[config.mk]
export PLATFORM = sky130hd
export DESIGN_NAME = can_address_claim_fsm
export DESIGN_NICKNAME = d
export VERILOG_FILES = /design/src/acf_pkg.sv /design/src/acf_in_stage.sv /design/src/acf_engine.sv /design/src/can_address_claim_fsm.sv
export SDC_FILE = /design/constraint.sdc
export NUM_CORES = 1
export LEC_CHECK = 0
export ABC_AREA = 0
export BUFFER_PORTS_ARGS = -buffer_cell sky130_fd_sc_hd__buf_2
export CAP_MARGIN = 20
export CORE_MARGIN = 4
export CORE_UTILIZATION = 57
export CTS_CLUSTER_SIZE = 25
export DETAILED_ROUTE_END_ITERATION = 6
export PLACE_DENSITY = 0.9
export SLEW_MARGIN = 20
export SYNTH_ARGS = -nofsm -noshare
export SYNTH_HDL_FRONTEND = slang
export SYNTH_HIERARCHICAL = 1
export SYNTH_SLANG_ARGS = --single-unit
[constraint.sdc]
create_clock -name i_clk -period 8.2 [get_ports i_clk]
set_clock_uncertainty 0.05 [all_clocks]
set_input_delay 0 -clock i_clk [delete_from_list [all_inputs] [get_ports i_clk]]
set_output_delay 0 -clock i_clk [all_outputs]
set_load 0.01 [all_outputs]
[src/acf_pkg.sv]
package acf_pkg;

    // Address limits of the claim procedure.
    localparam logic [7:0] LAST_ADDRESS         = 8'd252;
    localparam logic [7:0] CANNOT_CLAIM_ADDRESS = 8'd254;
    localparam logic [7:0] GLOBAL_ADDRESS       = 8'd255;

    // Identifier patterns, already cut to the 29 identifier bits.
    localparam logic [28:0] CLAIM_MATCH   = 29'h18eeff00;
    localparam logic [28:0] REQUEST_MATCH = 29'h18ea0000;

    // Parameter group numbers carried in the low 24 bits of a request.
    localparam logic [23:0] PGN_CLAIM   = 24'd60928;
    localparam logic [23:0] PGN_PRODUCT = 24'd126996;

    localparam int CFG_IDX_W = 3;
    localparam int CFG_DATA_W = 64;

    typedef enum logic [CFG_IDX_W-1:0] {
        CFG_OWN_NAME     = 3'd0,
        CFG_START_ADDR   = 3'd1,
        CFG_HOLD_IDLE    = 3'd2,
        CFG_RANDOM_DELAY = 3'd3,
        CFG_CLAIM_DELAY  = 3'd4
    } t_cfg_index;

    typedef enum logic {
        CMD_TICK  = 1'b0,
        CMD_FRAME = 1'b1
    } t_command;

    typedef enum logic [3:0] {
        ST_IDLE          = 4'd0,
        ST_BACKOFF       = 4'd1,
        ST_SEND_CLAIM    = 4'd2,
        ST_WAIT_CONTEST  = 4'd3,
        ST_NEXT_ADDRESS  = 4'd4,
        ST_CLAIMED       = 4'd5,
        ST_CC_DELAY      = 4'd6,
        ST_CC_SEND       = 4'd7,
        ST_CC_WAIT       = 4'd8,
        ST_RECLAIM       = 4'd9
    } t_state;

    typedef struct packed {
        logic        command;
        logic [28:0] frame_id;
        logic [63:0] frame_data;
    } t_item;

    typedef struct packed {
        logic       send_claim;
        logic [7:0] claim_source;
        logic       address_claimed;
        logic       save_address;
        logic       send_product_info;
        logic [7:0] current_address;
        logic [3:0] protocol_state;
    } t_result;

    // Saved addresses at or above the last claimable one start over at 1.
    function automatic logic [7:0] clamp_start(input logic [7:0] addr);
        clamp_start = (addr >= LAST_ADDRESS) ? 8'd1 : addr;
    endfunction

endpackage

[src/acf_in_stage.sv]
module acf_in_stage (
    input  logic           i_clk,
    input  logic           i_rst_n,
    input  logic           i_valid,
    output logic           o_stall,
    input  logic           i_command,
    input  logic [28:0]    i_frame_id,
    input  logic [63:0]    i_frame_data,
    input  logic           i_take,
    output logic           o_item_valid,
    output acf_pkg::t_item o_item
);
    import acf_pkg::*;

    logic  r_valid;
    t_item r_item;

    // The held beat leaves when the engine takes it; a new one may enter
    // in that same cycle.
    assign o_stall = r_valid && !i_take;

    always_ff @(posedge i_clk) begin
        if (!i_rst_n) begin
            r_valid <= 1'b0;
        end else if (i_valid && !o_stall) begin
            r_valid <= 1'b1;
        end else if (i_take) begin
            r_valid <= 1'b0;
        end
    end

    always_ff @(posedge i_clk) begin
        if (i_valid && !o_stall) begin
            r_item.command    <= i_command;
            r_item.frame_id   <= i_frame_id;
            r_item.frame_data <= i_frame_data;
        end
    end

    assign o_item_valid = r_valid;
    assign o_item       = r_item;

endmodule

[src/acf_engine.sv]
module acf_engine (
    input  logic                             i_clk,
    input  logic                             i_rst_n,
    input  logic                             i_cfg_we,
    input  logic [acf_pkg::CFG_IDX_W-1:0]    i_cfg_index,
    input  logic [acf_pkg::CFG_DATA_W-1:0]   i_cfg_data,
    input  logic                             i_fire,
    input  acf_pkg::t_item                   i_item,
    output acf_pkg::t_result                 o_result
);
    import acf_pkg::*;

    logic [63:0] r_own_name;
    logic        r_hold_idle;
    logic [7:0]  r_random_delay;
    logic [7:0]  r_claim_delay;

    t_state      r_state, n_state;
    logic [7:0]  r_trial, n_trial;
    logic [7:0]  r_saved, n_saved;
    logic [7:0]  r_delay, n_delay;
    logic        r_done, n_done;
    logic [63:0] r_peer, n_peer;
    logic        r_req, n_req;

    logic [7:0]  tick_delay;
    logic        tick_done;
    logic        peer_present;
    logic        peer_lower;
    logic [7:0]  src_addr;
    logic [7:0]  dst_addr;
    logic [23:0] pgn;
    logic        is_claim;
    logic        is_request;
    logic        cfg_reload;
    t_result     res;

    function automatic logic [7:0] delay_load(input logic [7:0] ticks);
        delay_load = (ticks == 8'd0) ? 8'd1 : ticks;
    endfunction

    assign peer_present = (r_peer != 64'd0);
    assign peer_lower   = (r_peer < r_own_name);
    assign src_addr     = i_item.frame_id[7:0];
    assign dst_addr     = i_item.frame_id[15:8];
    assign pgn          = i_item.frame_data[23:0];
    assign is_claim     = (i_item.frame_id[28:8] == CLAIM_MATCH[28:8]);
    assign is_request   = (i_item.frame_id[28:16] == REQUEST_MATCH[28:16]);
    assign cfg_reload   = i_cfg_we && (i_cfg_index == CFG_START_ADDR) && (r_state == ST_IDLE);

    // The countdown of a tick happens before the state machine looks at it.
    always_comb begin
        tick_delay = r_delay;
        tick_done  = r_done;
        if (!r_done && (r_delay != 8'd0)) begin
            tick_delay = r_delay - 8'd1;
            tick_done  = (tick_delay == 8'd0);
        end
    end

    always_comb begin
        n_state = r_state;
        n_trial = r_trial;
        n_saved = r_saved;
        n_delay = r_delay;
        n_done  = r_done;
        n_peer  = r_peer;
        n_req   = r_req;
        res     = '0;
        if (i_fire && (i_item.command == CMD_TICK)) begin
            n_delay = tick_delay;
            n_done  = tick_done;
            case (r_state)
                ST_IDLE: begin
                    if (!r_hold_idle) begin
                        n_delay = delay_load(r_random_delay);
                        n_done  = 1'b0;
                        n_state = ST_BACKOFF;
                    end
                end
                ST_BACKOFF: begin
                    if (tick_done) n_state = ST_SEND_CLAIM;
                end
                ST_SEND_CLAIM: begin
                    res.send_claim   = 1'b1;
                    res.claim_source = r_trial;
                    n_delay = delay_load(r_claim_delay);
                    n_done  = 1'b0;
                    n_state = ST_WAIT_CONTEST;
                end
                ST_WAIT_CONTEST: begin
                    if (peer_present) begin
                        n_peer  = 64'd0;
                        n_state = peer_lower ? ST_NEXT_ADDRESS : ST_SEND_CLAIM;
                    end else if (tick_done) begin
                        n_state = ST_CLAIMED;
                        res.address_claimed = 1'b1;
                        if (r_trial != r_saved) begin
                            n_saved = r_trial;
                            res.save_address = 1'b1;
                        end
                    end
                end
                ST_NEXT_ADDRESS: begin
                    if (r_trial < LAST_ADDRESS) begin
                        n_trial = r_trial + 8'd1;
                        n_state = ST_SEND_CLAIM;
                    end else begin
                        n_delay = delay_load(r_random_delay);
                        n_done  = 1'b0;
                        n_state = ST_CC_DELAY;
                    end
                end
                ST_CLAIMED: begin
                    if (peer_present) begin
                        n_peer  = 64'd0;
                        n_state = peer_lower ? ST_NEXT_ADDRESS : ST_RECLAIM;
                    end else if (r_req) begin
                        n_req   = 1'b0;
                        n_state = ST_RECLAIM;
                    end
                end
                ST_CC_DELAY: begin
                    if (tick_done) n_state = ST_CC_SEND;
                end
                ST_CC_SEND: begin
                    res.send_claim   = 1'b1;
                    res.claim_source = CANNOT_CLAIM_ADDRESS;
                    n_state = ST_CC_WAIT;
                end
                ST_CC_WAIT: begin
                    if (r_req) begin
                        n_req   = 1'b0;
                        n_delay = delay_load(r_random_delay);
                        n_done  = 1'b0;
                        n_state = ST_CC_DELAY;
                    end
                end
                ST_RECLAIM: begin
                    res.send_claim      = 1'b1;
                    res.claim_source    = r_trial;
                    res.address_claimed = 1'b1;
                    n_state = ST_CLAIMED;
                    if (r_trial != r_saved) begin
                        n_saved = r_trial;
                        res.save_address = 1'b1;
                    end
                end
                default: begin
                    n_state = ST_IDLE;
                end
            endcase
        end else if (i_fire) begin
            if (is_claim && (src_addr == r_trial)) n_peer = i_item.frame_data;
            if (is_request && ((dst_addr == r_trial) || (dst_addr == GLOBAL_ADDRESS))) begin
                if (pgn == PGN_CLAIM) n_req = 1'b1;
                if (pgn == PGN_PRODUCT) res.send_product_info = 1'b1;
            end
        end
        res.current_address = n_trial;
        res.protocol_state  = n_state;
    end

    always_ff @(posedge i_clk) begin
        if (!i_rst_n) begin
            r_own_name     <= 64'd0;
            r_hold_idle    <= 1'b0;
            r_random_delay <= 8'd2;
            r_claim_delay  <= 8'd3;
        end else if (i_cfg_we) begin
            case (i_cfg_index)
                CFG_OWN_NAME:     r_own_name     <= i_cfg_data;
                CFG_START_ADDR: begin
                    // The start address only reloads the address registers
                    // below, and only while idle; nothing else reads it.
                end
                CFG_HOLD_IDLE:    r_hold_idle    <= i_cfg_data[0];
                CFG_RANDOM_DELAY: r_random_delay <= i_cfg_data[7:0];
                CFG_CLAIM_DELAY:  r_claim_delay  <= i_cfg_data[7:0];
                default: begin
                end
            endcase
        end
    end

    always_ff @(posedge i_clk) begin
        if (!i_rst_n) begin
            r_state <= ST_IDLE;
            r_trial <= clamp_start(8'd1);
            r_saved <= 8'd1;
            r_delay <= 8'd0;
            r_done  <= 1'b0;
            r_peer  <= 64'd0;
            r_req   <= 1'b0;
        end else begin
            r_state <= n_state;
            r_delay <= n_delay;
            r_done  <= n_done;
            r_peer  <= n_peer;
            r_req   <= n_req;
            if (cfg_reload) begin
                r_trial <= clamp_start(i_cfg_data[7:0]);
                r_saved <= i_cfg_data[7:0];
            end else begin
                r_trial <= n_trial;
                r_saved <= n_saved;
            end
        end
    end

    assign o_result = res;

endmodule

[src/can_address_claim_fsm.sv]
// An accepted input beat passes the input register, then the state step into the result
// register. Throughput: one beat per cycle while i_stall is low; the single state step
// per beat is the only loop.
// Reset (i_rst_n, synchronous, active low) clears the handshake flags, returns the
// state machine to idle and loads the configuration registers with their defaults.
module can_address_claim_fsm (
    input  logic                           i_clk,
    input  logic                           i_rst_n,
    input  logic                           i_cfg_we,
    input  logic [acf_pkg::CFG_IDX_W-1:0]  i_cfg_index,
    input  logic [acf_pkg::CFG_DATA_W-1:0] i_cfg_data,
    input  logic                           i_valid,
    output logic                           o_stall,
    input  logic                           i_command,
    input  logic [28:0]                    i_frame_id,
    input  logic [63:0]                    i_frame_data,
    output logic                           o_valid,
    input  logic                           i_stall,
    output logic                           o_send_claim,
    output logic [7:0]                     o_claim_source,
    output logic                           o_address_claimed,
    output logic                           o_save_address,
    output logic                           o_send_product_info,
    output logic [7:0]                     o_current_address,
    output logic [3:0]                     o_protocol_state
);
    import acf_pkg::*;

    logic    item_valid;
    t_item   item;
    logic    fire;
    t_result step_result;
    logic    r_out_valid;
    t_result r_out;

    // A held beat is stepped whenever the result register is empty or its
    // beat is being taken this cycle, so the two sides never wait on each
    // other for more than the downstream stall itself.
    assign fire = item_valid && (!r_out_valid || !i_stall);

    acf_in_stage u_in_stage (
        .i_clk        (i_clk),
        .i_rst_n      (i_rst_n),
        .i_valid      (i_valid),
        .o_stall      (o_stall),
        .i_command    (i_command),
        .i_frame_id   (i_frame_id),
        .i_frame_data (i_frame_data),
        .i_take       (fire),
        .o_item_valid (item_valid),
        .o_item       (item)
    );

    // The engine holds the configuration registers and the claim state,
    // and produces the full result of one beat combinationally.
    acf_engine u_engine (
        .i_clk       (i_clk),
        .i_rst_n     (i_rst_n),
        .i_cfg_we    (i_cfg_we),
        .i_cfg_index (i_cfg_index),
        .i_cfg_data  (i_cfg_data),
        .i_fire      (fire),
        .i_item      (item),
        .o_result    (step_result)
    );

    // Result register: a new result replaces the old one only when the old
    // one is gone or leaves in this cycle.
    always_ff @(posedge i_clk) begin
        if (!i_rst_n) begin
            r_out_valid <= 1'b0;
        end else if (fire) begin
            r_out_valid <= 1'b1;
        end else if (!i_stall) begin
            r_out_valid <= 1'b0;
        end
    end

    always_ff @(posedge i_clk) begin
        if (fire) begin
            r_out <= step_result;
        end
    end

    assign o_valid             = r_out_valid;
    assign o_send_claim        = r_out.send_claim;
    assign o_claim_source      = r_out.claim_source;
    assign o_address_claimed   = r_out.address_claimed;
    assign o_save_address      = r_out.save_address;
    assign o_send_product_info = r_out.send_product_info;
    assign o_current_address   = r_out.current_address;
    assign o_protocol_state    = r_out.protocol_state;

endmodule

==> out/metrics.cfg, run 1 <==
[run_status]
status = complete, but fails checks
violations = design-rule violations

[clock_tree]
numClockSinks = 295
ctsResizeCount = 0
cts_max_path_buffers = 3
hold_buffers = 176
cts_setup_buffers = 0
clockRootBuffer = clkbuf_16
htree_levels = 1
clock_latency_ns = 0.56
clkTransAtPathRegs_ns = 0.07
numCtsBuffers = 30
cts_tree = built

[critical_path]
cp_data_required_time_ns = 8.62
crit_path_start_kind = register
r2r-start = u_in_stage/o_item_valid$_SDFFE_PN0P_
cp_max_fo = 77
endpoint_kind = register
ff2ff_path_depth = 10
critical_path_class = reg -> reg
cp-startpoint = u_in_stage/o_item_valid$_SDFFE_PN0P_
crit_arrival_ns = 4.44

[synth]
synth.distinct_cells = 73
ys_warn_count = 6
synthTopCellsByCount = 266 x nand2_1, 186 x a21oi_1, 177 x dfxtp_1, 118 x edfxtp_1, 86 x nand3_1
yosysTopAreaCell = dfxtp_1
ys_top_cells_by_area = dfxtp_1 27%, edfxtp_1 27%, nand2_1 7.5%, a21oi_1 7.0%, ha_1 6.3%
synth_cells = 1379
yosysTopAreaCellShare_pct = 26.8
synth_nets = 1612
yosys.cell_count.top_type = nand2_1
seq_area_frac_synth_pct = 53.6
synth_edf_count = 118
async_reset_ff_share_pct = 0
synth-seq-cells = 295
ys.flop_type = dfxtp_1
synth_area_um2 = 13200
avgSynthCellArea_um2 = 9.59

[floorplanning]
core_area_um2 = 22700
rows = 55
die_w_um = 160
die_h_um = 160
initial_core_util_pct = 58.2
die-area_um2 = 25700
ios = 192

[timing]
fin_crit_ns = 4.02
totalNegativeSetupSlack_ns = 0
fin_crit_sh_pct = 49.0
relSlewSlack_pct = 29.0
worst_pin_slew_ns = 1.06
fmax_mhz = 249
hold_viol = 0
rsz0062_at_grt = false
whs_ns = 0.108
setup_viol_count_final = 0
drv_slew = 0

[route]
vias = 12400
wl_met1_um = 14900
met2_length_um = 20200
wl_met3_um = 3440
routed.top_layer = met4
wl_um = 41500
drc_errors = 2
vias_per_cell = 6.13
drtIter0Drc = 1631
ant_nets = 0
wl_per_cell_um = 20.6
drtPass1Iterations = 7

[pwr]
p_leak_nw = 6.62
peakVddDrop_uv = 246
power.density_nw_per_um2 = 215

[placed_design]
port-buffer-count = 191
dpl.hpwl_um = 23300
gp_congestion = 0.927

[global_routing]
grt_pass1_vias = 12500
grt-ovfl-total = 0
grt_pass1_wl_um = 65400
grt_use_total_pct = 31.2
antenna_found_initial = 1
grt_max_degree = 101

[flow_run]
cap_violations = 0

[hold_path]
hp-class = in -> reg
hold_depth = 2
worstHoldStart = i_frame_id[9]

[finish]
area_growth_pct = 29.5
drive_above_1_share_pct = 15.6
fin_nets = 1944

[power breakdown]
part / switching (mW) / internal, mW
registers: 0.0485 / 1.60
logic: 0.364 / 0.244
clock network: 0.573 / 0.852
[final timing paths]
check | slack (ns) | end
max reg2reg | 4.18 | u_engine/r_peer[22]$_SDFFE_PN0P_
min | 0.11 | u_in_stage/o_item[73]$_DFFE_PP_
min reg2reg | 0.41 | u_engine/r_own_name[15]$_SDFFE_PN0P_
max | 4.18 | u_engine/r_peer[22]$_SDFFE_PN0P_
[area by class of cell]
| type | instances | area (um2) |
|---|---|---|
| well taps | 285 | 357 |
| diodes | 1 | 2.50 |
| inverters | 77 | 292 |
| multi-input cells | 931 | 5570 |
| clock buffers | 43 | 861 |
| flip-flops and latches | 295 | 7090 |
| clock inverters | 13 | 164 |
| repair buffers | 376 | 2800 |
| fillers | 1378 | 5580 |
[worst max-delay path: stages, from the launching register on]
cell	delay [ns]
dfxtp_1	0.33
a21boi_4	0.13
buf_4	0.25
nand2b_2	0.11
buf_4	0.69
nand4_1	0.20
nor4_1	0.62
o21a_2	0.62
buf_4	0.48
nand3_1	0.19
a21oi_1	0.22
[placed cells by master (no fill, tap or decap), drive strengths merged, types with 10 or more instances in the layout]
cell and instances:
nor4 28, a22oi 11, inv 78, clkbuf 43, buf 200, a21oi 189
dlygate4sd3 176, nand4 24, o21ai 22, xor2 21, dfxtp 177, o21a 20
a21o 14, edfxtp 118, nand3 86, ha 67, nand2 266, nor3 10
nor2 37, xnor2 14
[state kept, by name (all words and copies together) (netlist names), 4 cells and up]
| name | flops |
|---|---|
| o_claim_source | 8 |
| o_current_address | 8 |
| o_protocol_state | 4 |
| u_engine/r_claim_delay | 8 |
| u_engine/r_delay | 8 |
| u_engine/r_own_name | 64 |
| u_engine/r_peer | 64 |
| u_engine/r_random_delay | 8 |
| u_engine/r_saved | 8 |
| u_engine/r_state | 4 |
| u_engine/r_trial | 8 |
| u_in_stage/o_item | 94 |
[per-stage QoR]
stage / power (mW) / util (%) / std cells / cell area [um2] / worst slack [ns]
2_1_floorplan: 2.01 / - / 1379 / 13200 / 0.760
3_3_place_gp: 2.16 / 63.1 / 1787 / 14300 / 4.53
3_5_place_dp: 2.18 / 63.2 / 1788 / 14300 / 4.34
4_1_cts: 3.64 / 75.4 / 2020 / 17100 / 4.30
5_1_grt: 3.80 / 75.4 / 2021 / 17100 / 3.91
6_report: 3.68 / 75.4 / 2021 / 17100 / 4.18
[cell families after synthesis]
family / count (synthesis) / synth area share [%]
and+or+nand+nor: 508 / 18.2
AOI/OAI and AO/OA: 317 / 14.7
DFF: 295 / 53.6
buffers and inverters: 153 / 4.55
adders and majority gates: 67 / 6.34
xor gates and xnor gates: 35 / 2.32
muxes: 4 / 0.312
[routing by layer]
| metal | up-vias | track usage, % |
|---|---|---|
| met5 | - | 0 |
| met4 | 0 | 19.0 |
| met3 | 263 | 5.57 |
| met2 | 836 | 53.7 |
| met1 | 5726 | 36.5 |
| li1 | 5567 | - |
Power figures use the tool's default switching activity.
==> inputs of run 2 (changes only) <==
--- a/config.mk
+++ b/config.mk
@@ -9,10 +9,10 @@
 export BUFFER_PORTS_ARGS = -buffer_cell sky130_fd_sc_hd__buf_2
 export CAP_MARGIN = 20
 export CORE_MARGIN = 4
-export CORE_UTILIZATION = 57
+export CORE_UTILIZATION = 52
 export CTS_CLUSTER_SIZE = 25
 export DETAILED_ROUTE_END_ITERATION = 6
-export PLACE_DENSITY = 0.9
+export PLACE_DENSITY = 0.87
 export SLEW_MARGIN = 20
 export SYNTH_ARGS = -nofsm -noshare
 export SYNTH_HDL_FRONTEND = slang
==> constraint.sdc (replaced) <==
create_clock -name i_clk -period 3.5 [get_ports i_clk]
set_clock_uncertainty 0.05 [all_clocks]
set_input_delay 0 -clock i_clk [delete_from_list [all_inputs] [get_ports i_clk]]
set_output_delay 0 -clock i_clk [all_outputs]
set_load 0.01 [all_outputs]
==> run 2 against run 1 <==
The run now ends clean. Sequential share of layout area shrank 0.075 points. Total power rose by 130%. Setup slack got worse by 4.1 ns. First-iteration DRC count shrank 8.3%. Critical path type unchanged. Critical endpoint is now o_protocol_state[2]$_DFFE_PP_. Non-clock buffer count up 9. Die area rose by 9.1%. Sequential cell count stayed put.
==> out/metrics.cfg, run 2 (same netlist as run 1, synthesis figures left out) <==
[critical_path]
slowest_delay_ns = 0.69  ; about the same
cp_data_required_time_ns = 3.78  ; -4.84 ns
crit_slowest_cell = a2111oi_1
endpoint_kind = register
crit_path_start_kind = register
cp_max_fo = 7  ; -91%
critical_path_class = reg -> reg
crit_arrival_ns = 3.68  ; -0.76 ns
cp_common_cell = a21oi_1
cp_top_family = compound AO/OA/AOI/OAI gates
critPathBufInv = 1  ; -2
crit_chain = inv_1, ha_1, a21oi_1, o21ai_0, a2111oi_0, a21oi_1, a2111oi_1, nand2_1, o32ai_1

[timing]
setup_viol_count_final = 0  ; unchanged
fmax_mhz = 294  ; +18%
fin_crit_ns = 3.40  ; -0.623 ns
relSlewSlack_pct = 48.8  ; +20 points
hold_viol = 0  ; unchanged
drv_slew = 0  ; unchanged
fin_crit_sh_pct = 97.1  ; +48 points
totalNegativeSetupSlack_ns = 0  ; unchanged
timing.final.ws_setup_ns = 0.102  ; -4.08 ns
worst_pin_slew_ns = 0.766  ; -0.299 ns
rsz0062_at_grt = false

[clock_tree]
cts_tree = built
cts_max_path_buffers = 3  ; unchanged
clock_latency_ns = 0.57  ; about the same
numCtsBuffers = 29  ; -3.3%
numClockSinks = 295  ; unchanged
cts_setup_buffers = 0  ; unchanged
htree_levels = 1  ; unchanged
clockRootBuffer = clkbuf_16
clkTransAtPathRegs_ns = 0.08  ; about the same

[pwr]
p_leak_nw = 6.62  ; about the same
p_switching_mw = 2.34  ; +140%
p_int_mw = 6.06  ; +130%
swShare_pct = 27.9  ; +1.1 points
power.share.combinational_pct = 18.0  ; +1.5 points
p_clk_share_pct = 36.2  ; -2.5 points
peakVddDrop_uv = 431  ; +75%
p_seq_share_pct = 45.8  ; +1.1 points
power.density_nw_per_um2 = 490  ; +130%

[placed_design]
pre_cts_slack_ns = 0.119  ; -4.22 ns
dpl.hpwl_um = 23700  ; +2.0%
placed_cells = 1845  ; +3.2%
gp_congestion = 0.936  ; +0.95%
port-buffer-count = 191  ; unchanged

[finish]
layout_common_cells = 265 x nand2_1, 191 x buf_2, 186 x a21oi_1
largest_reg_flops = 94  ; unchanged
final_cells = 2073  ; +2.6%
area_growth_pct = 29.8
fillers = 1789  ; +30%
final_common_cell = nand2_1
fin_nets = 1952  ; +0.41%
drive_above_1_share_pct = 15.9  ; +0.34 points

[route]
wl_um = 40300  ; -3.0%
drc_errors = 0  ; -2
vias_per_cell = 5.90  ; -3.8%
vias = 12200  ; -1.3%
drtPass1Iterations = 6  ; -1
wl_per_cell_um = 19.4  ; -5.5%
ant_nets = 0  ; unchanged
drtIter0Drc = 1495  ; -8.3%

[global_routing]
antenna_found_initial = 1  ; unchanged
grt_use_total_pct = 27.6  ; -3.6 points
grt_max_degree = 66  ; -35%
grt_pass1_wl_um = 63700  ; -2.6%
grt_pass1_vias = 12200  ; -2.8%
grt-ovfl-total = 0  ; unchanged

[floorplanning]
die_h_um = 167  ; +4.5%
die_w_um = 167  ; +4.5%
initial_core_util_pct = 52.7  ; -5.6 points
die-area_um2 = 28100  ; +9.1%
core_area_um2 = 25100  ; +11%
ios = 192  ; unchanged
rows = 58  ; +5.5%

[hold_path]
hp-class = in -> reg

[run_status]
status = complete, no violations

[flow_run]
cap_violations = 0  ; unchanged

[run 2: cell count changes in the layout (fill, tap and decap cells not counted), sizes merged]
| cell | delta |
|---|---|
| clkinv | -1 |
| buf | +12 |
| clkbuf | +1 |
| dlygate4sd3 | -3 |
| bufinv | -3 |
| clkinvlp | +1 |
[run 2: per-stage QoR]
stage | total power [mW] | hold WS, ns | util, % | cell area [um2]
finish | 8.40 | 0.101 | 68.4 | 17200
global placement | 5.16 | 0.126 | 57.8 | 14500
detailed placement | 5.19 | 0.128 | 57.8 | 14500
CTS | 8.29 | 0.0888 | 68.3 | 17200
global route | 8.67 | 0.0952 | 68.4 | 17200
floorplan | 4.70 | 0.0489 | - | 13200
[run 2: final timing paths]
check                                            start                                    to  slack, ns  depth (start not counted)
setup / recovery  u_engine/r_own_name[49]$_SDFFE_PN0P_         o_protocol_state[2]$_DFFE_PP_       0.10                          9
hold / removal                        i_frame_data[44]       u_in_stage/o_item[44]$_DFFE_PP_       0.10                          2
setup reg to reg  u_engine/r_own_name[49]$_SDFFE_PN0P_         o_protocol_state[2]$_DFFE_PP_       0.10                          9
hold reg to reg   u_engine/r_own_name[32]$_SDFFE_PN0P_  u_engine/r_own_name[32]$_SDFFE_PN0P_       0.40                          2
[run 2: worst register-to-register path, stage by stage, from the launching register on]
cell and delay, ns:
dfxtp_1 0.35, inv_1 0.06, ha_1 0.31, a21oi_1 0.21
o21ai_0 0.11, a2111oi_0 0.44, a21oi_1 0.13, a2111oi_1 0.69
nand2_1 0.38, o32ai_1 0.46
[run 2: per-layer routing]
metal  vias up  routed length, um  GRT usage (%)  part of all wire (%)
met5         -                  0              0                     0
met4         0               2080           13.4                   5.2
met3       157               3340           5.00                   8.3
met2       757              19700           46.8                    49
met1      5734              15100           34.1                    38
li1       5586                  -              -                     -
[run 2: repair_timing]
item / CTS / global route
hold buffers: 173 / 0
endpoints found under the hold margin: 206 / 0
resized for setup: 0 / 1
setup endpoints to repair: 0 / 4
[run 2: cell type report]
cell class / count / area (um2) / share of cell area [%]
inverters: 77 / 292 / 1.70
clock buffers: 44 / 822 / 4.79
flip-flops and latches: 295 / 7090 / 41.3
multi-input cells: 931 / 5580 / 32.5
diodes: 1 / 2.50 / 0.0146
repair buffers: 385 / 2880 / 16.8
well taps: 330 / 413 / 2.41
clock inverters: 10 / 90.1 / 0.525
[run 2: power groups by stage]
stage	logic, mW	clock network [mW]	registers [mW]
after floorplan	0.819	0	3.88
after global placement	1.25	0	3.90
after detailed placement	1.28	0	3.91
after CTS	1.44	3.02	3.84
after global routing	1.61	3.21	3.86
final	1.51	3.05	3.85
==> inputs of run 3 (changes only) <==
--- a/config.mk
+++ b/config.mk
@@ -9,11 +9,11 @@
 export BUFFER_PORTS_ARGS = -buffer_cell sky130_fd_sc_hd__buf_2
 export CAP_MARGIN = 20
 export CORE_MARGIN = 4
-export CORE_UTILIZATION = 52
+export CORE_UTILIZATION = 57
 export CTS_CLUSTER_SIZE = 25
 export DETAILED_ROUTE_END_ITERATION = 6
-export PLACE_DENSITY = 0.87
-export SLEW_MARGIN = 20
+export PLACE_DENSITY = 0.9
+export SLEW_MARGIN = 10
 export SYNTH_ARGS = -nofsm -noshare
 export SYNTH_HDL_FRONTEND = slang
 export SYNTH_HIERARCHICAL = 1
==> constraint.sdc (replaced) <==
create_clock -name i_clk -period 3.2 [get_ports i_clk]
set_clock_uncertainty 0.05 [all_clocks]
set_input_delay 0 -clock i_clk [delete_from_list [all_inputs] [get_ports i_clk]]
set_output_delay 0 -clock i_clk [all_outputs]
set_load 0.01 [all_outputs]
==> run 3 against run 2 <==
Combinational power up 15%. Cell count is 1.8% lower. Count of clock-buffer cells in the layout shrank 2. Die area shrank 8.4%. Via count is 2.6% higher. Total power is 13% higher. Sequential share of layout area shrank 0.19 points. Global-route usage is 4.2 points higher. Worst hold slack got worse by 0.00089 ns. Utilization up 7.6 points. Sequential power grew 9.4%. Routed wire length up 6.1%. Critical path type unchanged. Largest power group unchanged.
==> out/metrics.cfg, run 3 (same netlist as run 1, synthesis figures left out) <==
[run_status]
status = complete, no violations

[finish]
multi_input_area_um2 = 5570  ; about the same
area_growth_pct = 30.4
drive_above_1_share_pct = 16.6  ; +0.67 points
num_antenna_cells = 0  ; -1
ff_latch_area_um2 = 7090  ; unchanged
final_common_cell = nand2_1
fin_nets = 1959  ; +0.36%
fin_util_pct = 75.9  ; +7.6 points
largest_reg_flops = 94  ; unchanged
fillers = 1321  ; -26%
layout_common_cells = 265 x nand2_1, 191 x buf_2, 186 x a21oi_1

[timing]
relSlewSlack_pct = 48.1  ; -0.75 points
drv_slew = 0  ; unchanged
fin_crit_sh_pct = 97.1  ; about the same
hold_viol = 0  ; unchanged
fin_crit_ns = 3.11  ; -0.289 ns
worst_pin_slew_ns = 0.779  ; +0.0132 ns
rsz0062_at_grt = false
whs_ns = 0.100  ; -0.000888 ns
totalNegativeSetupSlack_ns = 0  ; unchanged
setup_viol_count_final = 0  ; unchanged
fmax_mhz = 322  ; +9.3%

[placed_design]
gp_congestion = 0.938  ; +0.16%
port-buffer-count = 191  ; unchanged
dpl.hpwl_um = 23300  ; -1.7%

[critical_path]
crit_arrival_ns = 3.53  ; -0.15 ns
ff2ff_path_depth = 10  ; +1
cp_max_fo = 52  ; +45
cp_data_required_time_ns = 3.62  ; -0.16 ns
crit_path_start_kind = register
critical_path_class = reg -> reg
r2r-start = u_engine/r_peer[17]$_SDFFE_PN0P_
cp-startpoint = u_engine/r_peer[17]$_SDFFE_PN0P_
endpoint_kind = register

[clock_tree]
cts_tree = built
clock_latency_ns = 0.57  ; about the same
numClockSinks = 295  ; unchanged
clkTransAtPathRegs_ns = 0.06  ; -0.02 ns
cts_max_path_buffers = 3  ; unchanged
clockRootBuffer = clkbuf_16
htree_levels = 1  ; unchanged
numCtsBuffers = 30  ; +3.4%

[pwr]
swShare_pct = 27.6  ; -0.31 points
p_leak_nw = 6.69  ; +1.1%
p_switching_mw = 2.62  ; +12%
p_seq_share_pct = 44.3  ; -1.5 points
power.density_nw_per_um2 = 551  ; +13%
p_int_mw = 6.89  ; +14%
peakVddDrop_uv = 554  ; +29%
power.share.combinational_pct = 18.2  ; +0.2 points
p_clk_share_pct = 37.6  ; +1.4 points

[floorplanning]
die_h_um = 160  ; -4.3%
core_area_um2 = 22700  ; -9.6%
rows = 55  ; -5.2%
ios = 192  ; unchanged
die-area_um2 = 25700  ; -8.4%
die_w_um = 160  ; -4.3%
initial_core_util_pct = 58.2  ; +5.6 points

[global_routing]
grt_pass1_wl_um = 66400  ; +4.2%
grt_use_total_pct = 31.8  ; +4.2 points
antenna_found_initial = 0  ; -1
grt-ovfl-total = 0  ; unchanged
grt_max_degree = 96  ; +45%
grt_pass1_vias = 12700  ; +4.2%

[route]
ant_nets = 0  ; unchanged
drtPass1Iterations = 6  ; unchanged
vias = 12500  ; +2.6%
wl_um = 42700  ; +6.1%
vias_per_cell = 6.17  ; +4.5%
wl_per_cell_um = 21.0  ; +8.0%
drtIter0Drc = 1506  ; +0.74%
drc_errors = 0  ; unchanged

[flow_run]
cap_violations = 0  ; unchanged

[hold_path]
worstHoldStart = i_frame_data[26]
hp-class = in -> reg
hold_depth = 2  ; unchanged

run 3: area by class of cell:
cell class	count	share of cell area (%)
clock buffers	42	4.91
repair buffers	391	17.1
clock inverters	14	0.849
well taps	285	2.07
inverters	77	1.69
flip-flops and latches	295	41.1
multi-input cells	931	32.3
run 3: stage by stage:
step	area (um2)	std cells	setup slack (ns)	total power, mW
floorplan	13200	1379	0.212	5.14
global placement	14500	1806	0.151	5.66
detailed placement	14500	1806	0.0397	5.71
CTS	17200	2035	0.133	9.36
global route	17200	2035	0.0285	9.78
finish	17200	2035	0.0913	9.51
run 3: timing repair:
action / CTS / global route
hold buffers: 173 / 0
hold endpoints to repair: 204 / 0
endpoints found under the setup margin: 1 / 0
setup buffers: 0 / 0
resized for setup: 1 / 0
run 3: final timing paths:
path,end,slack (ns)
worst max-delay path,u_engine/r_peer[44]$_SDFFE_PN0P_,0.09
worst min-delay path,u_in_stage/o_item[26]$_DFFE_PP_,0.10
worst max register to register,u_engine/r_peer[44]$_SDFFE_PN0P_,0.09
worst min register to register,u_engine/r_own_name[13]$_SDFFE_PN0P_,0.41
run 3: worst max-delay path, cell delays in order, from the launching register on:
cell	delay [ns]
dfxtp_1	0.34
nor4_1	0.52
buf_4	0.21
nand4_1	0.15
nor4_4	0.37
buf_4	0.25
nor2_1	0.10
o21ai_4	0.40
buf_12	0.29
nand2_1	0.12
a21oi_1	0.18
run 3: per-layer routing:
metal	up-vias	GRT usage (%)	routed length (um)	share of wire, %
met3	251	6.62	4350	10
met4	0	18.3	2770	6.5
met1	5758	37.6	14800	35
met5	-	0	0	0
li1	5588	-	-	-
met2	949	54.0	20800	49
run 3: power by group through the flow:
stage	clock network (mW)	registers, mW	logic (mW)
2_1_floorplan	0	4.24	0.897
3_3_place_gp	0	4.27	1.39
3_5_place_dp	0	4.28	1.43
4_1_cts	3.53	4.20	1.63
5_1_grt	3.75	4.22	1.82
6_report	3.57	4.21	1.73
